--- src/rtl/astarp_ram.sv ---
// Generic single-write, single-read synchronous RAM with registered read data.
// No dependencies.
module astarp_ram #(
    parameter int WIDTH = 8,
    parameter int DEPTH = 64
) (
    input  logic                     aclk,
    input  logic                     we,
    input  logic [$clog2(DEPTH)-1:0] waddr,
    input  logic [WIDTH-1:0]         wdata,
    input  logic                     re,
    input  logic [$clog2(DEPTH)-1:0] raddr,
    output logic [WIDTH-1:0]         rdata
);
    logic [WIDTH-1:0] mem [DEPTH];
    logic [WIDTH-1:0] rdata_reg;

    always_ff @(posedge aclk) begin
        if (we) begin
            mem[waddr] <= wdata;
        end
        if (re) begin
            rdata_reg <= mem[raddr];
        end
    end

    assign rdata = rdata_reg;
endmodule

--- config.mk ---
export PLATFORM = sky130hd
export DESIGN_NAME = astarp_ram
export DESIGN_NICKNAME = d
export VERILOG_FILES = /design/src/rtl/astarp_ram.sv
export SDC_FILE = /design/constraint.sdc
export NUM_CORES = 1
export LEC_CHECK = 0
export BUFFER_PORTS_ARGS = -buffer_cell sky130_fd_sc_hd__clkbuf_2
export CAP_MARGIN = 10
export CORE_ASPECT_RATIO = 1.5
export CORE_MARGIN = 2
export CORE_UTILIZATION = 25
export CTS_CLUSTER_DIAMETER = 80
export DETAILED_ROUTE_END_ITERATION = 12
export MAX_ROUTING_LAYER = met4
export RECOVER_POWER = 25
export SYNTH_ARGS = -nofsm -noshare
export SYNTH_HDL_FRONTEND = slang
export SYNTH_SLANG_ARGS = --single-unit
--- constraint.sdc ---
create_clock -name aclk -period 3.7 [get_ports aclk]
set_clock_uncertainty 0.2 [all_clocks]
set_input_delay 1.11 -clock aclk [delete_from_list [all_inputs] [get_ports aclk]]
set_output_delay 1.11 -clock aclk [all_outputs]
set_load 0.01 [all_outputs]
==> flow_metrics.tcl <==
set metrics [dict create \
    yosysSeqAreaShare_pct 77.1 \
    rsz0062_at_grt "false" \
    grt-ovfl-total 0 \
    cts_buffers 45 \
    cts.repair.resized 0 \
    track_usage_pct 11.8 \
    slowest_stage "mux4_2" \
    clk_pin_slew_ps 70 \
    synth_area_leaders "edfxtp_1 77%, mux4_2 14%, nor2_1 1.5%" \
    post_cts_buffers 0 \
    num-nets-final 1117 \
    drive_above_1_share_pct 31.2 \
    syn_area_um2 20200 \
    grt_pass1_vias 10200 \
    finalMaxSlewViolations 37 \
    clock.fmax_mhz 336 \
    grt_start_max_net_pins 65 \
    ios 31 \
    cp_cell_sequence "buf_4, buf_12, mux4_2, mux2_2, a221oi_1, o2bb2ai_1" \
    worst_pin_slew_ps 1840 \
    rows 127 \
    dp_hpwl_mm 33.6 \
    hold_end "rdata[0]" \
    htreeDepth 2 \
    die_h_um 353 \
    gp_congestion 0.858 \
    crit_required_ps 3810 \
    hp-start "mem[22][0]" \
    syn_nets 963 \
    fillers 7781 \
    area_growth_pct 18.2 \
    worstPathArrival_ps 3080 \
    synth_largest_area_cell "edfxtp_1" \
    drt_first_pass_iters 6 \
    ys_types 39 \
    initial_core_util_pct 25.3 \
    vdd_drop_max_v 0.000302 \
    worstSetupStartpointType "input pin" \
    reg2reg_slack_ps 1400 \
    grt_pass1_wl_mm 70.0 \
    cts_tree "done" \
    p_leak_nw 7.48 \
    via_count 9718 \
    setup_viol 0 \
    worstSetupEndpointType "flop" \
    grt_antenna_before_repair 4 \
    critical_path.max_fanout 18 \
    critPathKind "input pin to flop" \
    design_area_um2 23900 \
    slew_headroom_pct -22.4 \
    synth_cells 940 \
    core-area_um2 80100 \
    synth_seq_cells 520 \
    cts_sinks 520 \
    max_stage_delay_ps 520 \
    status "complete, but fails checks" \
    clk_latency_ps 570 \
    detail_route.vias_per_cell 4.49 \
    cts-root-buf "clkbuf_16" \
    yosysTopAreaCellShare_pct 77.1 \
    placed_area_um2 22400 \
    drcViolationCount 0 \
    whs_path_depth 4 \
    syn_avg_cell_area_um2 21.5 \
    finalHoldViolations 0 \
    tns_ps 0 \
    final.min_clock_period_ps 2980 \
    reg2regPathDepth 4 \
    wl_per_cell_um 22.1 \
    min_path_type "flop to flop" \
    drv_cap 1 \
    finalWirelength_mm 47.9 \
    ant_nets 0 \
    timing.final.crit_share_pct 80.5 \
    reg2reg_from "mem[45][1]" \
    violations "max-capacitance violations, max-slew violations" \
    p_per_area_nw_per_um2 504 \
    r2r-end "rdata[1]" \
    port-buffer-count 30 \
    cts_hold_buf 0 \
    ys_warn_count 0 \
    clock_tree.buffer_depth 3 \
    drt-initial-drc-count 790 \
    dieArea_um2 83300 \
    die_x_um 236 \
    largest_reg_flops 512 \
]
[cell usage after synthesis]
master,instances
mux2i_1,23
nor3_1,7
o32ai_1,2
o2bb2ai_1,3
o41ai_1,2
nor2b_1,14
nand4b_1,1
nand3_1,13
o311ai_1,1
nand2_1,19
o2111ai_1,3
nand3b_1,3
nor2_1,83
buf_12,2
nand4_1,2
mux4_2,126
o21ai_0,2
a22oi_1,3
mux2_2,13
a31oi_1,1
o221a_2,2
or3_1,1
buf_6,4
edfxtp_1,520
o221ai_1,8
a21oi_1,3
buf_1,4
o21a_1,2
nand2b_1,7
nor4_1,2
clkbuf_1,17
buf_2,11
o21ai_1,2
a221oi_1,6
and2_1,1
a2111oi_0,2
a211oi_1,4
o22ai_1,8
buf_4,13
[cell type report]
class | count | area (µm²) | share of cell area [%]
Sequential cell | 520 | 15600 | 65.2
Clock inverter | 25 | 304 | 1.27
Multi-Input combinational cell | 369 | 4320 | 18.0
Timing Repair Buffer | 158 | 1190 | 4.96
Tap cell | 1032 | 1290 | 5.39
Clock buffer | 57 | 1210 | 5.07
Antenna cell | 4 | 10.0 | 0.0418
[cells by family after synthesis]
kind of cell | count (synthesis) | share of synthesized area [%]
DFF | 520 | 77.1
buffers and inverters | 51 | 1.56
muxes | 162 | 15.9
AOI/OAI and AO/OA | 54 | 2.06
and+or+nand+nor | 153 | 3.37
[report_power, final]
part / total (W) / switching [W] / internal, W
combinational: 0.000640 / 0.000386 / 0.000255
clock: 0.00487 / 0.00205 / 0.00282
sequential: 0.00655 / 0.0000155 / 0.00653
[cell usage in the layout (no fill, tap or decap), types with 3 or more instances in the layout]
cell / n
nor2_1: 83
buf_12: 7
buf_4: 118
mux2i_1: 23
nand3_1: 13
o221ai_1: 8
a211oi_1: 4
clkbuf_16: 47
clkbuf_2: 22
a22oi_1: 3
nor3_1: 7
diode_2: 4
clkinv_1: 9
clkbuf_1: 20
nor2b_1: 14
nand2_1: 19
o22ai_1: 8
a21oi_1: 3
mux2_2: 13
nand3b_1: 3
o2bb2ai_1: 3
o2111ai_1: 3
nand2b_1: 7
mux4_2: 126
bufinv_16: 7
a221oi_1: 6
clkinv_2: 4
edfxtp_1: 520
clkinvlp_4: 3
[worst max path at each step]
stage	cells after the start	to	start
global placement	9	rdata[3]	raddr[0]
floorplan	7	rdata[3]	raddr[1]
detailed placement	9	rdata[3]	raddr[0]
global route	8	rdata[5]	raddr[0]
finish	6	rdata[0]	raddr[1]
CTS	9	rdata[3]	raddr[0]
[critical path: cells and delay by family]
family | cells | cell delay [ps]
AOI/OAI and AO/OA | 2 | 580
muxes | 2 | 800
buffers and inverters | 2 | 540
[routing by layer]
layer	GRT usage, %	vias to the layer above	wire length, µm
met5	-	-	0
met4	4.91	0	1860
met3	1.77	85	2430
met2	21.9	297	26600
met1	12.3	5097	17000
li1	-	4239	-
[per-stage QoR]
stage | util (%) | hold slack (ps) | worst slack, ps | total power, W | instances
CTS | 29.9 | 681 | 737 | 0.0122 | 2161
finish | 29.9 | 742 | 723 | 0.0121 | 2165
global placement | 28.0 | 685 | 127 | 0.00732 | 2079
global route | 29.9 | 774 | 626 | 0.0124 | 2165
detailed placement | 28.0 | 712 | 127 | 0.00733 | 2079
floorplan | - | 597 | 584 | 0.00702 | 940
Power figures use the tool's default switching activity.
