### config.mk
export PLATFORM = sky130hd
export DESIGN_NAME = astarp_dist
export DESIGN_NICKNAME = d
export VERILOG_FILES = /design/src/rtl/astarp_pkg.sv /design/src/rtl/astarp_dist.sv
export SDC_FILE = /design/constraint.sdc
export NUM_CORES = 2
export LEC_CHECK = 0
export BUFFER_PORTS_ARGS = -buffer_cell sky130_fd_sc_hd__buf_2
export CAP_MARGIN = 10
export CELL_PAD_IN_SITES_DETAIL_PLACEMENT = 1
export CELL_PAD_IN_SITES_GLOBAL_PLACEMENT = 2
export CORE_UTILIZATION = 41
export DETAILED_ROUTE_END_ITERATION = 10
export GPL_TIMING_DRIVEN = 0
export HOLD_SLACK_MARGIN = 0.03
export MAX_ROUTING_LAYER = met4
export PLACE_DENSITY = 0.82
export SYNTH_ARGS = -nofsm -noshare
export SYNTH_HDL_FRONTEND = slang
export SYNTH_SLANG_ARGS = --single-unit
### constraint.sdc
create_clock -name aclk -period 10.25 [get_ports aclk]
set_clock_uncertainty 0.05 [all_clocks]
set_input_delay 1.025 -clock aclk [delete_from_list [all_inputs] [get_ports aclk]]
set_output_delay 1.025 -clock aclk [all_outputs]
set_load 0.03 [all_outputs]
### src/rtl/astarp_pkg.sv
// Shared constants, types and helpers for the radius-graph A* path core.
// No dependencies; imported by astarp_dist, the top level and the testbench.
package astarp_pkg;

    localparam int MAX_NODES  = 64;
    localparam int COORD_BITS = 24;
    localparam int IDX_W      = $clog2(MAX_NODES);
    localparam int CNT_W      = IDX_W + 1;
    localparam int D2_W       = 2 * COORD_BITS + 2;
    localparam int ROOT_W     = D2_W / 2;
    localparam int COST_W     = 32;
    localparam int STAMP_W    = 16;
    localparam int RADIUS_W   = 25;
    localparam int COORD3_W   = 3 * COORD_BITS;
    localparam int S_DATA_W   = ((6 * COORD_BITS + 7) / 8) * 8;
    localparam int M_DATA_W   = ((IDX_W + 3 * COORD_BITS + 7) / 8) * 8;

    localparam logic [1:0] OP_LOAD  = 2'd0;
    localparam logic [1:0] OP_FIND  = 2'd1;
    localparam logic [1:0] OP_CLEAR = 2'd2;

    localparam logic [1:0] ST_PATH  = 2'd0;
    localparam logic [1:0] ST_NOPATH = 2'd1;
    localparam logic [1:0] ST_EMPTY = 2'd2;
    localparam logic [1:0] ST_FULL  = 2'd3;

    typedef logic signed [COORD_BITS-1:0] coord_t;

    typedef struct packed {
        logic [COST_W-1:0]  g;
        logic [COST_W-1:0]  h;
        logic [IDX_W-1:0]   came;
        logic [STAMP_W-1:0] stamp;
    } node_rec_t;

    localparam int NODE_REC_W = $bits(node_rec_t);

    typedef struct packed {
        logic start;
        logic root_en;
    } dist_req_t;

    function automatic logic [COORD_BITS-1:0] abs_diff(coord_t a, coord_t b);
        logic signed [COORD_BITS:0] d;
        d = {a[COORD_BITS-1], a} - {b[COORD_BITS-1], b};
        if (d[COORD_BITS]) begin
            d = -d;
        end
        return d[COORD_BITS-1:0];
    endfunction

endpackage

### src/rtl/astarp_dist.sv
// Distance unit: squared 3D distance on one shared multiplier, then an optional
// bit-pair integer square root, one step per cycle. Depends on astarp_pkg.
module astarp_dist (
    input  logic                     aclk,
    input  logic                     aresetn,
    input  astarp_pkg::dist_req_t    req,
    input  astarp_pkg::coord_t       a_x,
    input  astarp_pkg::coord_t       a_y,
    input  astarp_pkg::coord_t       a_z,
    input  astarp_pkg::coord_t       b_x,
    input  astarp_pkg::coord_t       b_y,
    input  astarp_pkg::coord_t       b_z,
    output logic                     done,
    output logic [astarp_pkg::D2_W-1:0]   d2,
    output logic [astarp_pkg::ROOT_W-1:0] root
);
    import astarp_pkg::*;

    localparam logic [1:0] PH_IDLE = 2'd0;
    localparam logic [1:0] PH_MUL  = 2'd1;
    localparam logic [1:0] PH_SQRT = 2'd2;
    localparam int CW = $clog2(ROOT_W + 1);

    logic [1:0]              ph_reg;
    logic [CW-1:0]           cnt_reg;
    logic [COORD_BITS-1:0]   dx_reg, dy_reg, dz_reg, mop;
    logic [2*COORD_BITS-1:0] prod_reg;
    logic [D2_W-1:0]         acc_reg, rem_reg, res_reg, bit_reg, sum;
    logic [D2_W:0]           trial;
    logic                    root_en_reg, done_reg;

    always_comb begin
        case (cnt_reg[1:0])
            2'd0:    mop = dx_reg;
            2'd1:    mop = dy_reg;
            default: mop = dz_reg;
        endcase
        sum   = acc_reg + D2_W'(prod_reg);
        trial = {1'b0, res_reg} + {1'b0, bit_reg};
    end

    always_ff @(posedge aclk) begin
        if (!aresetn) begin
            ph_reg   <= PH_IDLE;
            done_reg <= 1'b0;
        end else begin
            done_reg <= 1'b0;
            case (ph_reg)
                PH_IDLE: begin
                    if (req.start) begin
                        dx_reg      <= abs_diff(a_x, b_x);
                        dy_reg      <= abs_diff(a_y, b_y);
                        dz_reg      <= abs_diff(a_z, b_z);
                        prod_reg    <= '0;
                        acc_reg     <= '0;
                        cnt_reg     <= '0;
                        root_en_reg <= req.root_en;
                        ph_reg      <= PH_MUL;
                    end
                end
                PH_MUL: begin
                    acc_reg <= sum;
                    if (cnt_reg != CW'(3)) begin
                        prod_reg <= mop * mop;
                        cnt_reg  <= cnt_reg + 1'b1;
                    end else if (root_en_reg) begin
                        rem_reg <= sum;
                        res_reg <= '0;
                        bit_reg <= D2_W'(1) << (D2_W - 2);
                        cnt_reg <= '0;
                        ph_reg  <= PH_SQRT;
                    end else begin
                        done_reg <= 1'b1;
                        ph_reg   <= PH_IDLE;
                    end
                end
                PH_SQRT: begin
                    if ({1'b0, rem_reg} >= trial) begin
                        rem_reg <= rem_reg - trial[D2_W-1:0];
                        res_reg <= (res_reg >> 1) + bit_reg;
                    end else begin
                        res_reg <= res_reg >> 1;
                    end
                    bit_reg <= bit_reg >> 2;
                    cnt_reg <= cnt_reg + 1'b1;
                    if (cnt_reg == CW'(ROOT_W - 1)) begin
                        done_reg <= 1'b1;
                        ph_reg   <= PH_IDLE;
                    end
                end
                default: ph_reg <= PH_IDLE;
            endcase
        end
    end

    assign done = done_reg;
    assign d2   = acc_reg;
    assign root = res_reg[ROOT_W-1:0];
endmodule

==> summary.md <==
| Metric | Value |
|---|---|
| Die span in y | 321 µm |
| Cells after DPL | 6,223 |
| Critical Path Start Type | register |
| Ports | 224 |
| Max-slew headroom | 19.5% |
| Cell Area, Synth | 41,800 µm² |
| Crit path buffers/inverters | 10 |
| Remaining global-route overflow | 0 |
| Final Hold Fails | 0 |
| 1st-iter DRT viols | 1,868 |
| Clock tree buffer depth | 3 |
| Final period util | 96.8% |
| Post-route DRC | 0 |
| Slew Viols, Final | 0 |
| Total clock sinks | 303 |
| Synth warnings | 0 |
| Post-synth EDFFs | 300 |
| Post-CTS Hold Buffers | 0 |
| Vias in the first global route | 36,500 |
| Layout cells sized above 1 | 9.60% |
| Worst Path Arrival | 10.20 ns |
| Syn avg cell area | 9.03 µm² |
| Synth cell types | 92 |
| Critical path's slowest cell | fa_1 |
| Commonest non-fill, non-tap cells in the layout | inv_1, fa_1, ha_1, nand2_1, nor2_1 |
| First-pass GRT wire length | 215,000 µm |
| Sequential share of the synthesized area | 21.7% |
| Final std cells w/o fill | 6,289 |
| Site row count | 116 |
| Core ar. | 101,000 µm² |
| Final core occ | 46.1% |
| Clk pin slew, worst setup/hold paths | 0.06 ns |
| Antenna violations before repair | 6 |
| Worst hold path class | register to register |
| CTS tree | yes |
| Area added between synthesis and finish | 10.8% |
| Crit path top cell by count | fa_1 |
| Tmin final | 9.93 ns |
| Port Buffer Count | 223 |
| WL final | 139,000 µm |
| Final antenna-violating net count | 0 |
| Async S/R FF share, synth | 0% |
| First-pass DRT Iterations | 5 |
| H-tree Lvls | 2 |
| Crit end category | register |
| Worst slew pin tran | 1.19 ns |
| Max Cap Viol | 0 |
| Root Driver | clkbuf_16 |
| # nets final | 5,881 |
| GP Congestion | 0.979 |
| CP delay by family, top | adder cells |
| Final setup viols | 0 |
| Largest net degree at the start of global routing | 74 |
| Skew-Pair Late Insertion Delay | 0.60 ns |
| Fmax achieved | 101 MHz |
| Yosys reg bits | 303 |
| Die area | 103,000 µm² |
| CP Class | register to register |
| Via count | 34,300 |
| Gr usage total | 27.9% |
| Data required, critical path | 10.52 ns |
| Cts bufs inserted | 40 |
| DP HPWL | 116,000 µm |
| Cell count after synthesis | 4,634 |
| Crit-path max FO | 10 |
| Commonest non-fill, non-tap cell in the layout | inv_1 |
| Status | finished clean |
| Post-Syn Nets | 5,611 |
| Horiz. Die Dim | 321 µm |
| Synth Flop Type | edfxtp_1 |
| Initial Util | 41.6% |
| WL/cell | 22.2 µm |
| Worst path max stage delay | 0.64 ns |
| Vias per std cell | 5.46 |
==> path summary, 6_finish.rpt <==
| kind | start | endpoint | slack (ns) | cells after the start |
|---|---|---|---|---|
| max | cnt_reg[1] | prod_reg[39] | 0.32 | 32 |
| min | ph_reg[1] | ph_reg[1] | 0.49 | 2 |
| max reg2reg | cnt_reg[1] | prod_reg[39] | 0.32 | 32 |
| min reg2reg | ph_reg[1] | ph_reg[1] | 0.49 | 2 |
==> metrics by stage <==
stage	TNS (ns)	cell area, µm²	hold slack (ns)	setup slack (ns)
floorplan	0	41800	0.439	1.08
global placement	-205.13	44700	0.466	-3.76
detailed placement	-12.09	44900	0.480	-1.14
CTS	0	46200	0.492	0.0104
global route	-0.0510	46300	0.549	-0.0381
finish	0	46300	0.488	0.324
==> logic make-up (layout without fill, tap and decap cells) <==
family	count (synthesis)	after routing	synth area share (%)
simple gates	1234	1234	13.8
compound gates	1001	1001	15.8
buf+inv	898	1193	8.30
fa+ha+maj	829	829	32.5
xor+xnor	336	336	7.03
flops	303	303	21.7
mux	33	33	0.861
other cells	0	3	0
==> layout make-up <==
type	count	area (µm²)
multi-input cells	3433	29400
flip-flops and latches	303	9070
repair buffers	235	1330
well taps	1357	1700
inverters	726	2730
fillers	11900	54200
plain buffers	165	791
clock buffers	48	1050
clock inverters	19	243
diodes	3	7.51
==> synthesized netlist by cell type (all sizes together), types with 17 or more instances <==
cell      n  area, µm²
a31o     32        280
o31ai    25        188
nand2b   39        244
nor2b    35        219
fa      428       8570
nand4    38        238
nand3    65        325
nor2    388       1460
a22o     25        219
mux2     24        270
inv     720       2700
o21ai   183        916
a21oi   250       1250
xor2    146       1280
edfxtp  300       9010
clkbuf  133        499
or3      24        155
nor3     52        265
buf      39        249
and2     85        532
and3     37        231
a31oi    70        438
xnor2   190       1660
a21boi   18        135
o21bai   38        285
a211oi   52        400
nand2   386       1450
o211ai   19        148
and4     17        149
ha      401       5020
a21o    146       1100
o21a     27        203
==> worst reg2reg max path: cells and delay by family, from the launching register on <==
family	cells	cell delay, ns
AOI/OAI and AO/OA	9	2.59
xor gates and xnor gates	1	0.28
adders and majority gates	9	4.27
buffers and inverters	10	1.65
DFF	1	0.42
and+or+nand+nor	3	0.44
==> what timing repair did <==
action,CTS,global route
buffers inserted,0,3
setup endpoints to repair,17,12
resized for setup,45,48
==> per-layer routing <==
| metal | track usage (%) | vias to the layer above | part of all wire [%] |
|---|---|---|---|
| li1 | - | 16200 | - |
| met1 | 35.8 | 17200 | 45 |
| met2 | 47.1 | 693 | 49 |
| met3 | 2.01 | 170 | 3.5 |
| met4 | 8.42 | 0 | 3.2 |
| met5 | - | - | 0 |
Power is not shown: default switching activity piles up to over one toggle a cycle in this logic, so the estimate is an artifact.
